--- config.mk ---
export PLATFORM = sky130hd
export DESIGN_NAME = fm_operator_with_envelope_unit
export DESIGN_NICKNAME = d
export VERILOG_FILES = /design/src/rtl/fmop_pkg.sv /design/src/rtl/fm_operator_with_envelope_unit.sv /design/src/rtl/fmop_cfg.sv
export SDC_FILE = /design/constraint.sdc
export NUM_CORES = 2
export LEC_CHECK = 0
export ABC_AREA = 1
export BUFFER_PORTS_ARGS = -buffer_cell sky130_fd_sc_hd__buf_4
export CAP_MARGIN = 10
export CORE_AREA = 2 2 416 418
export CTS_BUF_LIST = sky130_fd_sc_hd__clkbuf_4 sky130_fd_sc_hd__clkbuf_8
export CTS_CLUSTER_SIZE = 10
export DETAILED_ROUTE_END_ITERATION = 8
export DIE_AREA = 0 0 418 420
export GPL_ROUTABILITY_DRIVEN = 0
export GPL_TIMING_DRIVEN = 1
export HOLD_SLACK_MARGIN = 0.08
export PLACE_DENSITY = 0.54
export SKIP_LAST_GASP = 1
export SYNTH_ARGS = -nofsm -noshare
export SYNTH_HDL_FRONTEND = slang
export SYNTH_HIERARCHICAL = 1
export SYNTH_SLANG_ARGS = --single-unit
--- constraint.sdc ---
create_clock -name i_clk -period 10.9 [get_ports i_clk]
set_clock_uncertainty 0.15 [all_clocks]
set_input_delay 2.18 -clock i_clk [delete_from_list [all_inputs] [get_ports i_clk]]
set_output_delay 2.18 -clock i_clk [all_outputs]
set_load 0.05 [all_outputs]
--- src/rtl/fmop_pkg.sv ---
// ----------------------------------------------------------------------------
// fmop_pkg
// Shared types, codes and fixed-point helpers for the FM operator with its
// exponential ADSR envelope.
// ----------------------------------------------------------------------------
package fmop_pkg;

    // Sine lookup resolution and phase accumulator width.
    localparam int SINE_TABLE_BITS = 10;
    localparam int PHASE_BITS      = 32;

    // Alignment of the accumulator to a 32-bit turn.
    localparam int PH_DN = (PHASE_BITS > 32) ? (PHASE_BITS - 32) : 0;
    localparam int PH_UP = (PHASE_BITS < 32) ? (32 - PHASE_BITS) : 0;

    // Quarter-wave position: index bits below the quadrant, placed in Q0.30.
    localparam int QW_BITS  = SINE_TABLE_BITS - 2;
    localparam int QW_SHIFT = 30 - QW_BITS;

    // Request opcodes carried in tuser.
    localparam logic [1:0] OP_SAMPLE   = 2'd0;
    localparam logic [1:0] OP_NOTE_ON  = 2'd1;
    localparam logic [1:0] OP_NOTE_OFF = 2'd2;
    localparam logic [1:0] OP_RESET    = 2'd3;

    // Configuration register map, one 32-bit word per register.
    localparam int CFG_ADDR_W = 5;
    localparam logic [2:0] REG_ATTACK     = 3'd0;
    localparam logic [2:0] REG_DECAY      = 3'd1;
    localparam logic [2:0] REG_RELEASE    = 3'd2;
    localparam logic [2:0] REG_SUSTAIN    = 3'd3;
    localparam logic [2:0] REG_IDX_SUS    = 3'd4;
    localparam logic [2:0] REG_IDX_DECAY  = 3'd5;
    localparam logic [2:0] REG_FEEDBACK   = 3'd6;
    localparam logic [2:0] REG_LEVEL      = 3'd7;

    // Envelope full scale in Q1.16.
    localparam logic [16:0] FULL_ENV = 17'd65536;

    // Odd polynomial coefficients for sin(pi/2 x), unsigned Q30.
    localparam logic [31:0] SIN_A1 = 32'd1686629713;
    localparam logic [31:0] SIN_A3 = 32'd693598670;
    localparam logic [31:0] SIN_A5 = 32'd85569306;
    localparam logic [31:0] SIN_A7 = 32'd5026995;
    localparam logic [31:0] SIN_A9 = 32'd172272;

    // Horner coefficients in the order they are consumed.
    localparam logic [31:0] SIN_COEF [4] = '{SIN_A7, SIN_A5, SIN_A3, SIN_A1};

    typedef logic [PHASE_BITS-1:0] t_phase;

    // Configuration register contents.
    typedef struct packed {
        logic [15:0] attack_coeff;
        logic [15:0] decay_coeff;
        logic [15:0] release_coeff;
        logic [16:0] sustain_level;
        logic [15:0] index_sustain;
        logic [15:0] index_decay_coeff;
        logic [15:0] feedback_gain;
        logic [16:0] output_level;
    } t_cfg;

    // Accumulator value expressed in 2^-32 turn units.
    function automatic logic [31:0] phase_to32(input t_phase p);
        logic [63:0] w;
        w = 64'(p);
        return 32'((w >> PH_DN) << PH_UP);
    endfunction

    // Phase step aligned to the accumulator width.
    function automatic t_phase step_align(input logic [31:0] s);
        logic [63:0] w;
        w = 64'(s);
        return PHASE_BITS'((w << PH_DN) >> PH_UP);
    endfunction

endpackage

--- src/rtl/fm_operator_with_envelope_unit.sv ---
// ----------------------------------------------------------------------------
// fm_operator_with_envelope_unit
// Phase-modulation sine operator with exponential ADSR envelope, built around
// one registered 32x32 multiplier driven by a small sequencer.
// A sample request runs through the sequencer and makes 12 passes through the
// shared multiplier; a control request goes straight to the output state.
// A new request is taken only once the previous result has moved into the
// output register, so a stalled result side also holds off requests.
// Reset: synchronous, clears the voice state, the output register and the
// registers to their defaults.
// ----------------------------------------------------------------------------
module fm_operator_with_envelope_unit (
    input  logic                          i_clk,
    input  logic                          i_rst_n,
    // Request stream.
    input  logic                          i_s_axis_tvalid,
    output logic                          o_s_axis_tready,
    input  logic [63:0]                   i_s_axis_tdata,  // mod_input, phase_step, start_index
    input  logic [1:0]                    i_s_axis_tuser,  // opcode
    // Result stream.
    output logic                          o_m_axis_tvalid,
    input  logic                          i_m_axis_tready,
    output logic [15:0]                   o_m_axis_tdata,  // sample
    output logic [0:0]                    o_m_axis_tuser,  // active
    // Register port.
    input  logic                          psel,
    input  logic                          penable,
    input  logic                          pwrite,
    input  logic [fmop_pkg::CFG_ADDR_W-1:0] paddr,
    input  logic [31:0]                   pwdata,
    output logic [31:0]                   prdata,
    output logic                          pready
);
    import fmop_pkg::*;

    // Sequencer states.
    localparam logic [4:0] S_IDLE = 5'd0;
    localparam logic [4:0] S_IDX  = 5'd1;
    localparam logic [4:0] S_FB   = 5'd2;
    localparam logic [4:0] S_MIX  = 5'd3;
    localparam logic [4:0] S_OFF  = 5'd4;
    localparam logic [4:0] S_PH   = 5'd5;
    localparam logic [4:0] S_SQ   = 5'd6;
    localparam logic [4:0] S_X2   = 5'd7;
    localparam logic [4:0] S_HM   = 5'd8;
    localparam logic [4:0] S_HS   = 5'd9;
    localparam logic [4:0] S_Y    = 5'd10;
    localparam logic [4:0] S_ENV  = 5'd11;
    localparam logic [4:0] S_ENVU = 5'd12;
    localparam logic [4:0] S_O1   = 5'd13;
    localparam logic [4:0] S_O2   = 5'd14;
    localparam logic [4:0] S_SAT  = 5'd15;
    localparam logic [4:0] S_FIN  = 5'd16;

    // Envelope stages.
    localparam logic [2:0] ST_IDLE    = 3'd0;
    localparam logic [2:0] ST_ATTACK  = 3'd1;
    localparam logic [2:0] ST_DECAY   = 3'd2;
    localparam logic [2:0] ST_SUSTAIN = 3'd3;
    localparam logic [2:0] ST_RELEASE = 3'd4;

    localparam logic [30:0] X_ONE      = 31'h4000_0000;
    localparam logic [17:0] DECAY_SNAP = 18'd7;

    t_cfg cfg;

    // Control and voice state.
    logic [4:0]         r_state;
    logic [1:0]         r_k;
    t_phase             r_phase;
    logic [31:0]        r_step;
    logic [15:0]        r_live;
    logic signed [15:0] r_prior;
    logic [16:0]        r_env;
    logic [2:0]         r_stage;
    logic               r_ov;

    // Working registers of the current sample.
    logic [63:0]        r_prod;
    logic [15:0]        r_mod;
    logic [15:0]        r_mag;
    logic               r_mneg;
    logic [31:0]        r_p;
    logic [30:0]        r_x;
    logic [31:0]        r_x2;
    logic [31:0]        r_h;
    logic [14:0]        r_y;
    logic               r_sneg;
    logic [15:0]        r_res;
    logic [15:0]        r_odata;
    logic               r_oact;

    // Combinational helpers.
    logic [31:0]        mul_a;
    logic [31:0]        mul_b;
    logic [16:0]        sus_eff;
    logic               live_ge;
    logic [15:0]        idx_dmag;
    logic [15:0]        live_new;
    logic               prior_neg;
    logic [15:0]        prior_mag;
    logic signed [17:0] mix_fb;
    logic signed [17:0] mix_sum;
    logic [17:0]        mix_abs;
    logic [31:0]        off;
    logic [31:0]        ph_mod;
    logic [SINE_TABLE_BITS-1:0] sn_idx;
    logic [1:0]         sn_quad;
    logic [30:0]        sn_r;
    logic [30:0]        sn_x;
    logic [18:0]        y_raw;
    logic [14:0]        y_cap;
    logic               env_gt;
    logic [16:0]        env_dec_b;
    logic [16:0]        env_term;
    logic [16:0]        at_env;
    logic [16:0]        dc_env;
    logic [31:0]        out_mag;
    logic [15:0]        out_sat;

    fmop_cfg u_cfg (
        .i_clk   (i_clk),
        .i_rst_n (i_rst_n),
        .psel    (psel),
        .penable (penable),
        .pwrite  (pwrite),
        .paddr   (paddr),
        .pwdata  (pwdata),
        .prdata  (prdata),
        .pready  (pready),
        .o_cfg   (cfg)
    );

    assign o_s_axis_tready   = (r_state == S_IDLE);
    assign o_m_axis_tvalid   = r_ov;
    assign o_m_axis_tdata    = r_odata;
    assign o_m_axis_tuser[0] = r_oact;

    // Sustain above full scale acts as full scale.
    assign sus_eff = (cfg.sustain_level > FULL_ENV) ? FULL_ENV : cfg.sustain_level;

    // Index smoothing toward the settled value.
    assign live_ge  = (r_live >= cfg.index_sustain);
    assign idx_dmag = live_ge ? (r_live - cfg.index_sustain) : (cfg.index_sustain - r_live);
    assign live_new = live_ge ? (cfg.index_sustain + r_prod[31:16])
                              : (cfg.index_sustain - r_prod[31:16]);

    // Feedback from the previous output, truncated toward zero.
    assign prior_neg = r_prior[15];
    assign prior_mag = prior_neg ? 16'(-r_prior) : 16'(r_prior);
    assign mix_fb    = prior_neg ? (18'sd0 - $signed({2'b00, r_prod[31:16]}))
                                 : $signed({2'b00, r_prod[31:16]});
    assign mix_sum   = $signed({{2{r_mod[15]}}, r_mod}) + mix_fb;
    assign mix_abs   = mix_sum[17] ? 18'(-mix_sum) : 18'(mix_sum);

    // Modulated phase: offset in 2^-32 turns, wrapping within one turn.
    assign off    = {r_prod[26:0], 5'b00000};
    assign ph_mod = phase_to32(r_phase) + (r_mneg ? (32'd0 - off) : off);

    // Quadrant and mirrored quarter-wave position.
    assign sn_idx  = r_p[31 -: SINE_TABLE_BITS];
    assign sn_quad = sn_idx[SINE_TABLE_BITS-1 -: 2];
    assign sn_r    = 31'(sn_idx[QW_BITS-1:0]) << QW_SHIFT;
    assign sn_x    = sn_quad[0] ? (X_ONE - sn_r) : sn_r;

    // Sine magnitude in Q15, capped just below one.
    assign y_raw = r_prod[63:45];
    assign y_cap = (y_raw > 19'd32767) ? 15'h7FFF : y_raw[14:0];

    // Envelope terms.
    assign env_gt    = (r_env > sus_eff);
    assign env_dec_b = env_gt ? (r_env - sus_eff) : 17'd0;
    assign env_term  = r_prod[32:16];
    assign at_env    = FULL_ENV - env_term;
    assign dc_env    = env_gt ? (sus_eff + env_term) : r_env;

    // Scaled output with the sign restored and saturated.
    assign out_mag = r_prod[47:16];
    always_comb begin
        if (r_sneg) begin
            out_sat = (out_mag > 32'd32768) ? 16'h8000 : 16'(16'd0 - out_mag[15:0]);
        end else begin
            out_sat = (out_mag > 32'd32767) ? 16'h7FFF : out_mag[15:0];
        end
    end

    // Operand selection for the shared multiplier.
    always_comb begin
        mul_a = '0;
        mul_b = '0;
        unique case (r_state)
            S_IDX: begin
                mul_a = 32'(cfg.index_decay_coeff);
                mul_b = 32'(idx_dmag);
            end
            S_FB: begin
                mul_a = 32'(cfg.feedback_gain);
                mul_b = 32'(prior_mag);
            end
            S_OFF: begin
                mul_a = 32'(r_mag);
                mul_b = 32'(r_live);
            end
            S_SQ: begin
                mul_a = 32'(sn_x);
                mul_b = 32'(sn_x);
            end
            S_HM: begin
                mul_a = r_x2;
                mul_b = r_h;
            end
            S_Y: begin
                mul_a = 32'(r_x);
                mul_b = r_h;
            end
            S_ENV: begin
                case (r_stage)
                    ST_ATTACK: begin
                        mul_a = 32'(cfg.attack_coeff);
                        mul_b = 32'(FULL_ENV - r_env);
                    end
                    ST_DECAY: begin
                        mul_a = 32'(cfg.decay_coeff);
                        mul_b = 32'(env_dec_b);
                    end
                    ST_RELEASE: begin
                        mul_a = 32'(cfg.release_coeff);
                        mul_b = 32'(r_env);
                    end
                    default: begin
                        mul_a = '0;
                        mul_b = '0;
                    end
                endcase
            end
            S_O1: begin
                mul_a = 32'(r_y);
                mul_b = 32'(r_env);
            end
            S_O2: begin
                mul_a = out_mag;
                mul_b = 32'(cfg.output_level);
            end
            default: begin
                mul_a = '0;
                mul_b = '0;
            end
        endcase
    end

    // Shared multiplier; each product is consumed in the following state.
    always_ff @(posedge i_clk) begin
        r_prod <= mul_a * mul_b;
    end

    // Sequencer and voice state.
    always_ff @(posedge i_clk) begin
        if (!i_rst_n) begin
            r_state <= S_IDLE;
            r_k     <= '0;
            r_phase <= '0;
            r_step  <= '0;
            r_live  <= '0;
            r_prior <= '0;
            r_env   <= '0;
            r_stage <= ST_IDLE;
            r_ov    <= 1'b0;
        end else begin
            // The output register empties unless a new result replaces it.
            if (r_ov && i_m_axis_tready && (r_state != S_FIN)) begin
                r_ov <= 1'b0;
            end
            unique case (r_state)
                S_IDLE: begin
                    if (i_s_axis_tvalid) begin
                        r_mod <= i_s_axis_tdata[15:0];
                        r_res <= '0;
                        unique case (i_s_axis_tuser)
                            OP_SAMPLE: begin
                                r_state <= S_IDX;
                            end
                            OP_NOTE_ON: begin
                                r_step  <= i_s_axis_tdata[47:16];
                                r_live  <= i_s_axis_tdata[63:48];
                                r_prior <= '0;
                                r_stage <= ST_ATTACK;
                                r_state <= S_FIN;
                            end
                            OP_NOTE_OFF: begin
                                if (r_stage != ST_IDLE) begin
                                    r_stage <= ST_RELEASE;
                                end
                                r_state <= S_FIN;
                            end
                            OP_RESET: begin
                                r_phase <= '0;
                                r_prior <= '0;
                                r_live  <= cfg.index_sustain;
                                r_env   <= '0;
                                r_stage <= ST_IDLE;
                                r_state <= S_FIN;
                            end
                        endcase
                    end
                end
                S_IDX: begin
                    r_state <= S_FB;
                end
                S_FB: begin
                    r_live  <= live_new;
                    r_state <= S_MIX;
                end
                S_MIX: begin
                    r_mag   <= mix_abs[15:0];
                    r_mneg  <= mix_sum[17];
                    r_state <= S_OFF;
                end
                S_OFF: begin
                    r_state <= S_PH;
                end
                S_PH: begin
                    r_p     <= ph_mod;
                    r_state <= S_SQ;
                end
                S_SQ: begin
                    r_x     <= sn_x;
                    r_sneg  <= sn_quad[1];
                    r_h     <= SIN_A9;
                    r_k     <= '0;
                    r_state <= S_X2;
                end
                S_X2: begin
                    r_x2    <= r_prod[61:30];
                    r_state <= S_HM;
                end
                S_HM: begin
                    r_state <= S_HS;
                end
                // One Horner step: h = a_k - x2*h.
                S_HS: begin
                    r_h <= SIN_COEF[r_k] - r_prod[61:30];
                    r_k <= r_k + 2'd1;
                    if (r_k == 2'd3) begin
                        r_state <= S_Y;
                    end else begin
                        r_state <= S_HM;
                    end
                end
                S_Y: begin
                    r_state <= S_ENV;
                end
                S_ENV: begin
                    r_y     <= y_cap;
                    r_state <= S_ENVU;
                end
                // Envelope update for this sample.
                S_ENVU: begin
                    case (r_stage)
                        ST_ATTACK: begin
                            if (at_env >= FULL_ENV) begin
                                r_env   <= FULL_ENV;
                                r_stage <= ST_DECAY;
                            end else begin
                                r_env <= at_env;
                            end
                        end
                        ST_DECAY: begin
                            if ({1'b0, dc_env} <= ({1'b0, sus_eff} + DECAY_SNAP)) begin
                                r_env   <= sus_eff;
                                r_stage <= ST_SUSTAIN;
                            end else begin
                                r_env <= dc_env;
                            end
                        end
                        ST_SUSTAIN: begin
                            r_env <= sus_eff;
                        end
                        ST_RELEASE: begin
                            r_env <= env_term;
                            if (env_term == 17'd0) begin
                                r_stage <= ST_IDLE;
                            end
                        end
                        default: begin
                            r_env   <= '0;
                            r_stage <= ST_IDLE;
                        end
                    endcase
                    r_state <= S_O1;
                end
                S_O1: begin
                    r_state <= S_O2;
                end
                S_O2: begin
                    r_state <= S_SAT;
                end
                S_SAT: begin
                    r_res   <= out_sat;
                    r_prior <= out_sat;
                    r_phase <= r_phase + step_align(r_step);
                    r_state <= S_FIN;
                end
                // Hand the result to the output register once it is free.
                S_FIN: begin
                    if (!r_ov || i_m_axis_tready) begin
                        r_ov    <= 1'b1;
                        r_odata <= r_res;
                        r_oact  <= (r_stage != ST_IDLE);
                        r_state <= S_IDLE;
                    end
                end
                default: begin
                    r_state <= S_IDLE;
                end
            endcase
        end
    end

endmodule

--- src/rtl/fmop_cfg.sv ---
// ----------------------------------------------------------------------------
// fmop_cfg
// APB register file holding the envelope, index and gain settings.
// ----------------------------------------------------------------------------
module fmop_cfg (
    input  logic                          i_clk,
    input  logic                          i_rst_n,
    input  logic                          psel,
    input  logic                          penable,
    input  logic                          pwrite,
    input  logic [fmop_pkg::CFG_ADDR_W-1:0] paddr,
    input  logic [31:0]                   pwdata,
    output logic [31:0]                   prdata,
    output logic                          pready,
    output fmop_pkg::t_cfg                o_cfg
);
    import fmop_pkg::*;

    t_cfg       r_cfg;
    logic       wr_en;
    logic [2:0] reg_sel;

    assign pready  = 1'b1;
    assign wr_en   = psel & penable & pwrite & pready;
    assign reg_sel = paddr[CFG_ADDR_W-1:2];
    assign o_cfg   = r_cfg;

    // Register writes on the access phase.
    always_ff @(posedge i_clk) begin
        if (!i_rst_n) begin
            r_cfg.attack_coeff      <= '0;
            r_cfg.decay_coeff       <= '0;
            r_cfg.release_coeff     <= '0;
            r_cfg.sustain_level     <= FULL_ENV;
            r_cfg.index_sustain     <= '0;
            r_cfg.index_decay_coeff <= '0;
            r_cfg.feedback_gain     <= '0;
            r_cfg.output_level      <= FULL_ENV;
        end else if (wr_en) begin
            unique case (reg_sel)
                REG_ATTACK:    r_cfg.attack_coeff      <= pwdata[15:0];
                REG_DECAY:     r_cfg.decay_coeff       <= pwdata[15:0];
                REG_RELEASE:   r_cfg.release_coeff     <= pwdata[15:0];
                REG_SUSTAIN:   r_cfg.sustain_level     <= pwdata[16:0];
                REG_IDX_SUS:   r_cfg.index_sustain     <= pwdata[15:0];
                REG_IDX_DECAY: r_cfg.index_decay_coeff <= pwdata[15:0];
                REG_FEEDBACK:  r_cfg.feedback_gain     <= pwdata[15:0];
                REG_LEVEL:     r_cfg.output_level      <= pwdata[16:0];
            endcase
        end
    end

    // Read-back multiplexer.
    always_comb begin
        unique case (reg_sel)
            REG_ATTACK:    prdata = 32'(r_cfg.attack_coeff);
            REG_DECAY:     prdata = 32'(r_cfg.decay_coeff);
            REG_RELEASE:   prdata = 32'(r_cfg.release_coeff);
            REG_SUSTAIN:   prdata = 32'(r_cfg.sustain_level);
            REG_IDX_SUS:   prdata = 32'(r_cfg.index_sustain);
            REG_IDX_DECAY: prdata = 32'(r_cfg.index_decay_coeff);
            REG_FEEDBACK:  prdata = 32'(r_cfg.feedback_gain);
            REG_LEVEL:     prdata = 32'(r_cfg.output_level);
        endcase
    end

endmodule

==> run summary <==
Status -> complete, no violations
Beginning of the worst hold path -> r_res[10]
Post-layout util -> 0.4303
Commonest register cell after synthesis -> dfxtp_1
1st-pass router iterations -> 6
Routed vias -> 62.97k
Post-route ant nets -> 0
R2r endpoint -> r_prod[62]
Unrepaired setup endpoints after global routing -> false
Post-synth ARST share -> 0
Full die area -> 175600 sq um
Initial antenna violation count -> 11
WL/cell -> 22.44 microns
# IOs -> 162
Leak -> 35.03 nW
Post-Syn Instances -> 9155
Total wire length -> 258.1 mm
Die Width -> 418 microns
Initial Util -> 0.3976
Largest net degree at the start of global routing -> 120
Hpwl dp -> 209.7 mm
Syn avg cell area -> 7.426 sq um
Fin crit share -> 0.9709
Via/cell ratio -> 5.475
NumNets Final -> 10.68k
Final-report hold violation count -> 0
Critical Path Max Stage Delay -> 0.54 ns
DRT iter0 DRCs -> 6673
Hold Crit Class -> register to register
Clock power share -> 0.414
Area growth, synth to finish -> 8.214%
Distinct cells, synth -> 68
Share of layout cells above drive strength 1 -> 0.06877
Net switching component of the power -> 1.541 mW
WHS Path Cells -> 0
Vias in the first global route -> 61.78k
Commonest cells after routing, fill and taps aside -> nand2_1, inv_1, fa_1, nor2_1, a21oi_1
Arrival time at the worst endpoint -> 11.09 ns
CP Launch Type -> register
First-pass GRT wire length -> 388.9 mm
Worst Tran Pin Value -> 1.163 ns
Combinational share of power -> 0.181
Worst IR Drop VDD -> 0.00007169 V
CP Max Fanout -> 19
TritonCTS buffer count -> 84
Port buffer count -> 128
Sw Ratio -> 0.3238
Hold-fix buffers, CTS -> 0
Ys Warns -> 6
Core area -> 171000 sq um
Gr usage total -> 0.2939
Reg2reg setup slack -> 0.32 ns
Root buffer cell -> clkbuf_8
CTS tree -> done
Worst EP required -> 11.41 ns
Worst-path clk slew -> 0.06 ns
FF-to-FF Start -> u_cfg/o_cfg[72]
Crit. End Element -> register
Setup CP Type -> register to register
H-Tree Depth -> 3
Post-route setup TNS -> 0 ns
Most common cell after layout, fill and taps aside -> nand2_1
Post-synth EDFFs -> 165
Clk_lat worst skew -> 0.79 ns
Max-cap viol count -> 0
Fmax -> 94.49 MHz
# rows -> 152
Slowest-stage cell, CP -> fa_1
Total grt overflow -> 0
Max Slew Vio Count -> 0
P_int -> 3.217 mW
Post-synthesis sequential area ratio -> 0.1665
Cell mode on critical path -> nand2_1
Final setup fails -> 0
Die Y -> 420 microns
Pwr/cell area -> 64.67 nW/um^2
Synthesized area -> 67980 sq um
Crit path time final -> 10.58 ns
Max Root-Sink Buffers -> 3
# DRC -> 0
CTS Sinks -> 483
Reg2reg path depth -> 48
FF+latch count, synth -> 483
Headroom to the max-slew limit -> 0.2208
WHS Endpoint -> o_m_axis_tdata[10]
Register share of total power -> 0.405
==> power by group through the flow <==
stage / sequential (mW) / combinational, mW / clock, mW
6_report: 1.93 / 0.863 / 1.97
5_1_grt: 1.93 / 0.932 / 2.06
4_1_cts: 1.92 / 0.840 / 2.00
3_5_place_dp: 1.96 / 0.834 / 0
3_3_place_gp: 1.96 / 0.828 / 0
2_1_floorplan: 1.96 / 0.554 / 0
==> worst max path at each step <==
stage                         start         end
finish              u_cfg/o_cfg[72]  r_prod[62]
CTS                 u_cfg/o_cfg[72]  r_prod[53]
floorplan           u_cfg/o_cfg[69]  r_prod[61]
global route        u_cfg/o_cfg[71]  r_prod[62]
detailed placement  u_cfg/o_cfg[71]  r_prod[53]
global placement    u_cfg/o_cfg[71]  r_prod[28]
==> cell families (layout without fill, tap and decap cells) <==
kind of cell | Yosys count | count (layout) | share of synthesized area
AOI/OAI and AO/OA | 1373 | 1373 | 0.1112
buffers and inverters | 2033 | 2127 | 0.1196
xor gates and xnor gates | 176 | 176 | 0.02267
and+or+nand+nor | 3713 | 3713 | 0.2271
DFF | 483 | 483 | 0.1665
other | 2 | 22 | 0.0001105
adders and majority gates | 1375 | 1375 | 0.3529
==> metrics by stage <==
stage	cell area, sq um	worst slack [ns]	instances	hold slack (ns)	power, mW
5_1_grt	73560	0.003312	11500	0.2730	4.922
4_1_cts	73470	0.2287	11490	0.2633	4.762
3_3_place_gp	71550	0.2587	11340	0.2550	2.791
2_1_floorplan	68040	2.071	9169	0.2503	2.516
3_5_place_dp	71550	0.2831	11340	0.2552	2.798
6_report	73570	0.3171	11500	0.2664	4.758
==> cell usage after synthesis (9+ instances only) <==
cell type  number  area [sq um]
o21ai_0       461          2307
a221oi_1       14         122.6
nand4_1       128         800.8
nand3_1       338          1692
a22o_1         10         87.58
or2_2          16         100.1
buf_1          23         86.33
nand2_1      2070          7770
nand2_2         9         56.30
buf_2         156         780.8
o21bai_1       26         195.2
a211oi_1       15         112.6
and3_1          9         56.30
edfxtp_1      165          4955
a31oi_1        45         281.5
a21oi_1       640          3203
buf_4          38         285.3
a21o_1         24         180.2
clkbuf_1      154         578.1
nor2_2         14         87.58
nor3_1        147         735.7
inv_1        1599          6002
nor2_1        905          3397
o21ai_1        25         125.1
nand3_2        11         110.1
inv_2          31         116.4
o22ai_1        26         162.7
buf_6          20         225.2
xor2_1        127          1112
nand3b_1       16         120.1
nor4_1         16         100.1
ha_1          471          5893
o21a_1         14         105.1
a21boi_0        9         67.56
o211ai_1       16         120.1
dfxtp_1       318          6366
o221ai_1       10         87.58
xnor2_1        49         429.2
fa_1          904         18100
==> routing by layer <==
| layer | up-vias | global-route usage | wire length [microns] |
|---|---|---|---|
| met3 | 566 | 0.05085 | 22480 |
| met5 | - | 0 | 0 |
| met1 | 30650 | 0.4019 | 109500 |
| met4 | 0 | 0.1234 | 12610 |
| met2 | 2986 | 0.4584 | 113500 |
| li1 | 28770 | - | - |
==> registers in the layout (all words and copies together), names as in the netlist, 10 cells and up <==
| register | cells |
|---|---|
| r_p | 10 |
| r_y | 15 |
| r_prior | 16 |
| o_m_axis_tdata | 16 |
| r_res | 16 |
| r_h | 32 |
| r_live | 16 |
| r_x2 | 32 |
| r_phase | 32 |
| u_cfg/o_cfg | 130 |
| r_prod | 64 |
| r_step | 32 |
| r_mod | 16 |
| r_mag | 16 |
| r_env | 17 |
==> worst max-delay path, delay by kind of cell, from the launching register on <==
| family | cells | cell delay [ns] |
|---|---|---|
| fa+ha+maj | 10 | 4.84 |
| simple gates | 26 | 3.40 |
| buf+inv | 10 | 1.36 |
| compound gates | 2 | 0.38 |
| flops | 1 | 0.31 |
==> area by class of cell <==
class                   instances  area (sq um)
well taps                    2233          2794
inverters                    1642          6173
clock inverters                35         411.6
diodes                          6         15.01
clock buffers                 120          1508
repair buffers                330          2565
flip-flops and latches        483         11320
multi-input cells            6653         48780
fillers                     17650         97410
==> timing repair <==
action                                  CTS  global route
endpoints found under the hold margin     0             0
gates resized for setup                   0            10
buffers inserted                          0             3
endpoints found under the setup margin    0            31
Power figures use the tool's default switching activity.
